<file path="config.mk">
export PLATFORM = sky130hd
export DESIGN_NAME = pcf_fifo
export DESIGN_NICKNAME = d
export VERILOG_FILES = /design/src/hdl/pcf_pkg.sv /design/src/hdl/pcf_fifo.sv
export SDC_FILE = /design/constraint.sdc
export NUM_CORES = 1
export LEC_CHECK = 0
export BUFFER_PORTS_ARGS = -buffer_cell sky130_fd_sc_hd__clkbuf_2
export CAP_MARGIN = 20
export CORE_MARGIN = 3
export CORE_UTILIZATION = 30
export CTS_CLUSTER_DIAMETER = 100
export CTS_CLUSTER_SIZE = 25
export DETAILED_ROUTE_END_ITERATION = 6
export PLACE_DENSITY_LB_ADDON = 0.05
export SYNTH_ARGS = -nofsm -noshare
export SYNTH_HDL_FRONTEND = slang
export SYNTH_SLANG_ARGS = --single-unit
</file>
<file path="constraint.sdc">
create_clock -name i_clk -period 4.4 [get_ports i_clk]
set_clock_uncertainty 0.15 [all_clocks]
set_input_delay 0 -clock i_clk [delete_from_list [all_inputs] [get_ports i_clk]]
set_output_delay 0 -clock i_clk [all_outputs]
set_load 0.005 [all_outputs]
</file>
<file path="src/hdl/pcf_pkg.sv">
`default_nettype none
// ----------------------------------------------------------------------------
// pcf_pkg
// shared types, widths and saturation helpers for the plane collider core
// ----------------------------------------------------------------------------
package pcf_pkg;

    localparam int POS_W      = 21;
    localparam int VEL_W      = 32;
    localparam int NRM_W      = 16;
    localparam int FC_W       = 16;
    localparam int SQ_W       = 64;
    localparam int DROP_W     = 38;
    localparam int SPD_W      = 32;
    localparam int CFG_IDX_W  = 3;
    localparam int CFG_DATA_W = 64;
    localparam int TDATA_W    = 160;
    localparam int REGION_EPS = 1100;

    typedef enum logic [CFG_IDX_W-1:0] {
        CFG_NORMAL   = 3'd0,
        CFG_OFFSET   = 3'd1,
        CFG_FRICTION = 3'd2,
        CFG_REGION   = 3'd3,
        CFG_LOW      = 3'd4,
        CFG_HIGH     = 3'd5,
        CFG_SLOP     = 3'd6
    } t_cfg_idx;

    typedef struct packed {
        logic [47:0]             normal;
        logic signed [POS_W-1:0] offset;
        logic [FC_W-1:0]         fc;
        logic                    region_en;
        logic [62:0]             low;
        logic [62:0]             high;
        logic signed [POS_W-1:0] slop;
    } t_cfg;

    // classified item handed from front to back
    typedef struct packed {
        logic [2:0][POS_W-1:0] pos;
        logic [2:0][VEL_W-1:0] vel;
        logic [2:0][VEL_W-1:0] tang;
        logic [SQ_W-1:0]       sq;
        logic [DROP_W-1:0]     drop;
        logic                  in_reg;
        logic                  contact;
        logic                  zero;
    } t_front_res;

    function automatic logic [VEL_W-1:0] sat_vel(input logic signed [38:0] v);
        logic signed [38:0] hi;
        logic signed [38:0] lo;
        hi = 39'sd2147483647;
        lo = -39'sd2147483648;
        if (v > hi) begin
            return 32'h7FFF_FFFF;
        end else if (v < lo) begin
            return 32'h8000_0000;
        end
        return v[VEL_W-1:0];
    endfunction

    function automatic logic [POS_W-1:0] sat_pos(input logic signed [29:0] v);
        logic signed [29:0] hi;
        logic signed [29:0] lo;
        hi = 30'sd1048575;
        lo = -30'sd1048576;
        if (v > hi) begin
            return 21'h0F_FFFF;
        end else if (v < lo) begin
            return 21'h10_0000;
        end
        return v[POS_W-1:0];
    endfunction

endpackage
`default_nettype wire

</file>
<file path="src/hdl/pcf_fifo.sv">
`default_nettype none
// ----------------------------------------------------------------------------
// pcf_fifo
// small register queue between front and back
// ----------------------------------------------------------------------------
module pcf_fifo import pcf_pkg::*; #(
    parameter int WIDTH = 8,
    parameter int DEPTH = 4
) (
    input  wire logic             i_clk,
    input  wire logic             i_rst_n,
    input  wire logic             i_push,
    input  wire logic [WIDTH-1:0] i_data,
    output logic                  o_full,
    input  wire logic             i_pop,
    output logic [WIDTH-1:0]      o_data,
    output logic                  o_empty
);

    localparam int PTR_W = (DEPTH > 1) ? $clog2(DEPTH) : 1;

    logic [WIDTH-1:0] r_mem [DEPTH];
    logic [PTR_W-1:0] r_wptr, r_rptr;
    logic [PTR_W:0]   r_cnt;

    assign o_full  = (r_cnt == (PTR_W+1)'(DEPTH));
    assign o_empty = (r_cnt == '0);
    assign o_data  = r_mem[r_rptr];

    always_ff @(posedge i_clk) begin
        if (i_push) begin
            r_mem[r_wptr] <= i_data;
        end
    end

    always_ff @(posedge i_clk) begin
        if (!i_rst_n) begin
            r_wptr <= '0;
            r_rptr <= '0;
            r_cnt  <= '0;
        end else begin
            if (i_push) begin
                r_wptr <= (r_wptr == PTR_W'(DEPTH - 1)) ? '0 : r_wptr + 1'b1;
            end
            if (i_pop) begin
                r_rptr <= (r_rptr == PTR_W'(DEPTH - 1)) ? '0 : r_rptr + 1'b1;
            end
            case ({i_push, i_pop})
                2'b10:   r_cnt <= r_cnt + 1'b1;
                2'b01:   r_cnt <= r_cnt - 1'b1;
                default: r_cnt <= r_cnt;
            endcase
        end
    end

    a_no_overflow: assert property (@(posedge i_clk) disable iff (!i_rst_n)
        i_push |-> (!o_full || i_pop))
        else $error("queue push while full");

    a_no_underflow: assert property (@(posedge i_clk) disable iff (!i_rst_n)
        i_pop |-> !o_empty)
        else $error("queue pop while empty");

endmodule
`default_nettype wire

</file>
# After elaboration in Yosys (flattened, before gate mapping)

Memories as Yosys holds them, arrays and structs flattened. A register that Yosys moved wholly into a read port is not among the register bits.
Cells that the tools add are included.

Add/subtract/negate cells: 4
Multipliers: 0
Div/mod/pow operators: 0
Magnitude comparators: 0
Equal/unequal tests: 5
Shifts and indexed selects: 0
Muxes and demuxes: 7
Bitwise operators: 0
Reductions and logical operators: 2

Operator list:

| kind                  | count |
|---|---|
| $mux W2               | 4 |
| $eq A2 B2 Y1 const B  | 3 |
| $pmux W3 S2           | 1 |
| $add A2 B1 Y2 const B | 2 |
| $add A3 B1 Y3 const B | 1 |
| $eq A3 B3 Y1 const B  | 1 |
| $logic_not A3 Y1      | 1 |
| $sub A3 B1 Y3 const B | 1 |
| $eq A2 B1 Y1 const B  | 1 |
| $mux W1               | 2 |
| $reduce_bool A2 Y1    | 1 |

Bits in registers: 7
Bits in latches: 0
Memory bits (writable): 32
Memory bits (read-only): 0
Bits of input ports: 12
Output and inout port bits: 10
Word-level logic and storage cells: 22
Memories kept: 1

Memory list:

| memory | depth | width | read ports | clocked after Yosys merged registers in | write ports | RTL line       | text |
|---|---|---|---|---|---|---|---|
| r_mem  | 4     | 8     | 1          | 1                                       | 1           | pcf_fifo.sv:22 | `logic [WIDTH-1:0] r_mem [DEPTH];` |

# Longest topological paths before layout

Word-level depth: 4
Gate-level depth with buffers: 7

# Worst setup path after synthesis

No wires, ideal clock.

Path kind: register to register
From: reg r_cnt[0]
To: reg r_cnt[2]
Data arrival time: 1.392 ns
Required time: 4.180 ns
Path slack: 2.788 ns
Cell stages (with the launch flop): 6
Period minus slack after synthesis: 1.612 ns
Cell sequence: dfxtp_1 -> inv_1 -> fa_1 -> xor2_1 -> or3_1 -> a21boi_1

Word-level cells in the longest chain between the ends: 2

Ends and longest elaborated chain:

| item                                                  | RTL line                       | text |
|---|---|---|
| from (decl)                                           | pcf_fifo.sv:24                 | `logic [PTR_W:0] r_cnt;` |
| from (signal assigned)                                | pcf_fifo.sv:49                 | `2'b10: r_cnt <= r_cnt + 1'b1;` |
| from (signal assigned)                                | pcf_fifo.sv:50                 | `2'b01: r_cnt <= r_cnt - 1'b1;` |
| from (signal assigned)                                | pcf_fifo.sv:51                 | `default: r_cnt <= r_cnt;` |
| $sub A3 B1 Y3 / $add A3 B1 Y3 (equally long branches) | pcf_fifo.sv:50, pcf_fifo.sv:49 |  |
| $pmux W3 S2 *                                         | pcf_fifo.sv:48                 | `case ({i_push, i_pop})` |

Mark *: on every way between the ends. The rest lies on a longest branch, timed or not.
A chain may end at the register's enable or synchronous reset.

# Worst setup path in the final report

From: in i_push
To: reg r_cnt[2]

Word-level cells in the longest chain between the ends: 2

Ends and longest elaborated chain:

| item                                                     | RTL line       | text |
|---|---|---|
| from (decl)                                              | pcf_fifo.sv:12 | `input wire logic i_push,` |
| $eq A2 B1 Y1 / $eq A2 B2 Y1 (equally long branches)      | pcf_fifo.sv:48 |  |
| $pmux W3 S2 / $reduce_bool A2 Y1 (equally long branches) | n/a            |  |

Parallel ways exist; a longest one is shown, timed or not.

==> results.txt <==
run status: completed
crit path max-delay cell type: sky130_fd_sc_hd__dlygate4sd3_1
Startpoint Class: input port
average footprint of a synthesized cell: 18.22 um^2
period utilization: 0.4330
commonest non-fill, non-tap cell in the layout: sky130_fd_sc_hd__edfxtp_1
worst path cell trace: dlygate4sd3_1, clkbuf_2, inv_1, ha_1, inv_1, fa_1, xor2_1, or3_1, a21boi_1
initial antenna violation count: 0
number of synthesized flops with an enable pin: 32
Final ANT Viol Nets: 0
Die Width: 79.52 um
Initial Utilization: 0.3135
slew at the pin closest to its max-slew limit: 0.5727 ns
power density cells: 382.4 nW/um^2
via count of the first global-routing pass: 778
register area share after synthesis: 0.7037
ys async rst share: 0
class of the tightest hold or removal check: input port to flop
number of clock sinks: 41
CTS clock-pin slew for the worst setup and hold paths: 0.07 ns
CP Buf/Inv Count: 4
WL final: 2.559 mm
synth-to-layout area growth: 22.61%
library cell appearing most often on the critical path: sky130_fd_sc_hd__inv_1
clock buffer count from CTS: 5
# setup viols final: 0
fin. max-slew vios: 0
ys flop type: sky130_fd_sc_hd__edfxtp_1
Arr. time, crit path: 1.97 ns
number of cells in the design after placement: 178
Layout Cells excl Fill: 197
flip-flop and latch count after synthesis: 41
final period demand of the worst path: 1.905 ns
overall via count from detail_route: 827
maximum number of pins on one net before global-route repair: 12
Max VDD drop: 147.9 uV
Core Area: 5172 um^2
setup repair after global routing missed its margin: false
global-route wire length before repair: 3.850 mm
synthesized netlist cell count: 89
CP peak stage delay: 0.53 ns
max capacitance violation total: 0
kind of capture point of the worst setup path: flop
synth unique cells: 22
Relative slew margins: 0.6177
row count: 26
synthesized net count: 108
Antenna Diode Count: 0
vertical die dimension: 79.52 um
r2r setup slk: 2.71 ns
Max H-tree Level: 2
DRT iter0 DRCs: 32
remaining global-route overflow: 0
dpl hpwl: 1.735 mm
DRC: 0
commonest cells after routing, fill and taps aside: sky130_fd_sc_hd__edfxtp_1, sky130_fd_sc_hd__clkbuf_2, sky130_fd_sc_hd__dlygate4sd3_1, sky130_fd_sc_hd__dfxtp_1, sky130_fd_sc_hd__mux4_2
All-Layer GR Usage: 0.08723
maximum fanout along the worst path: 7
Worst Path Required: 4.47 ns
accumulated negative setup slack: 0 ns
final weighted congestion of routability-driven global placement: 0.7341
TritonCTS clock tree: built
drt first pass iters: 4
top cell family by delay on the critical path: buffers and inverters
Clk Latency, worst-skew pair: 0.28 ns
buffer levels on the longest clock path: 2
startpoint-to-endpoint class of the critical path: input port to flop
area of the mapped netlist: 1622 um^2
fraction of layout cells with a size suffix above 1: 0.2677
Port-buffer cells: 21
highest clock frequency the design can meet: 524.9 MHz
number of nets in the final layout: 145
area enclosed by the die boundary: 6323 um^2
number of top-level design ports: 22
endpoints failing hold: 0
ratio of routed vias to standard cells: 4.198
routed length per placed instance: 12.99 um
post-CTS setup buffer count: 0
Ys Warns: 0
Static Leak: 0.7173 nW
root buffer selected by CTS: sky130_fd_sc_hd__clkbuf_8
[cell type report]
| class | instances | area (um^2) |
|---|---|---|
| Clock buffer | 8 | 80.08 |
| Inverter | 6 | 22.52 |
| Multi-Input combinational cell | 40 | 441.7 |
| Tap cell | 70 | 87.58 |
| Timing Repair Buffer | 32 | 215.2 |
| Fill cell | 485 | 3184 |
| Sequential cell | 41 | 1141 |
[routing by layer]
metal  part of all wire  global-route usage  up-vias
li1                   -                   -      405
met2               0.50              0.1377       20
met1               0.43              0.1019      397
met5                  0                   0        -
met4              0.017             0.03608        0
met3              0.053             0.04063        5
[metrics by stage]
step                instance area [um^2]  setup slack [ns]  hold WS (ns)  total power, mW    util
finish                              1988             2.495        0.3270           0.7604  0.3844
global route                        1988             2.363        0.3278           0.7996  0.3844
CTS                                 1988             2.491        0.3200           0.7731  0.3844
detailed placement                  1798             2.720       0.07485           0.5362  0.3476
floorplan                           1622             2.788      -0.05113           0.5042       -
global placement                    1798             2.764       0.06933           0.5349  0.3476
[state kept, by name, summed over array words and instances (netlist names), named ones only]
signal  count
r_mem      32
r_cnt       3
r_rptr      2
r_wptr      2
[worst paths after layout]
kind,startpoint,depth (start not counted),end
min,i_data[6],2,r_mem[0][6]
max,i_push,9,r_cnt[2]
max reg2reg,r_cnt[0],5,r_cnt[2]
min reg2reg,r_cnt[2],2,r_cnt[2]
[repair_timing]
action,CTS,global route
hold endpoints to repair,41,0
resized for setup,0,0
hold buffers,11,0
[synthesized netlist by cell type (2+ instances only)]
cell	number	area, um^2
sky130_fd_sc_hd__mux2i_1	2	20.02
sky130_fd_sc_hd__mux4_2	8	180.2
sky130_fd_sc_hd__ha_1	6	75.07
sky130_fd_sc_hd__o21ai_0	2	10.01
sky130_fd_sc_hd__nor2b_1	4	25.02
sky130_fd_sc_hd__and2_1	6	37.54
sky130_fd_sc_hd__nor3b_1	2	15.01
sky130_fd_sc_hd__edfxtp_1	32	960.9
sky130_fd_sc_hd__inv_1	6	22.52
sky130_fd_sc_hd__dfxtp_1	9	180.2
[cell families (layout without fill, tap and decap cells)]
logic type,count (synthesis),in the layout,share of synthesized area
flip-flops,41,41,0.7037
AND/OR/NAND/NOR,16,16,0.06095
multiplexers,10,10,0.1235
buffers and inverters,8,46,0.02392
adder cells (fa/ha/maj),7,7,0.05864
AO/OA/AOI/OAI,5,5,0.01852
XOR/XNOR,2,2,0.01080
[power breakdown]
| part | internal [mW] | total [mW] | leakage, nW | switching, mW |
|---|---|---|---|---|
| Combinational | 0.0463 | 0.0818 | 0.310 | 0.0354 |
| Clock | 0.113 | 0.228 | 0.0395 | 0.115 |
| Sequential | 0.438 | 0.451 | 0.368 | 0.0134 |
[worst reg2reg max path, cell delays in order, from the launching register on]
cell                       delay [ns]
sky130_fd_sc_hd__dfxtp_1         0.37
sky130_fd_sc_hd__inv_1           0.08
sky130_fd_sc_hd__fa_1            0.43
sky130_fd_sc_hd__xor2_1          0.16
sky130_fd_sc_hd__or3_1           0.30
sky130_fd_sc_hd__a21boi_1        0.13
(Power assumes the default switching activity.)
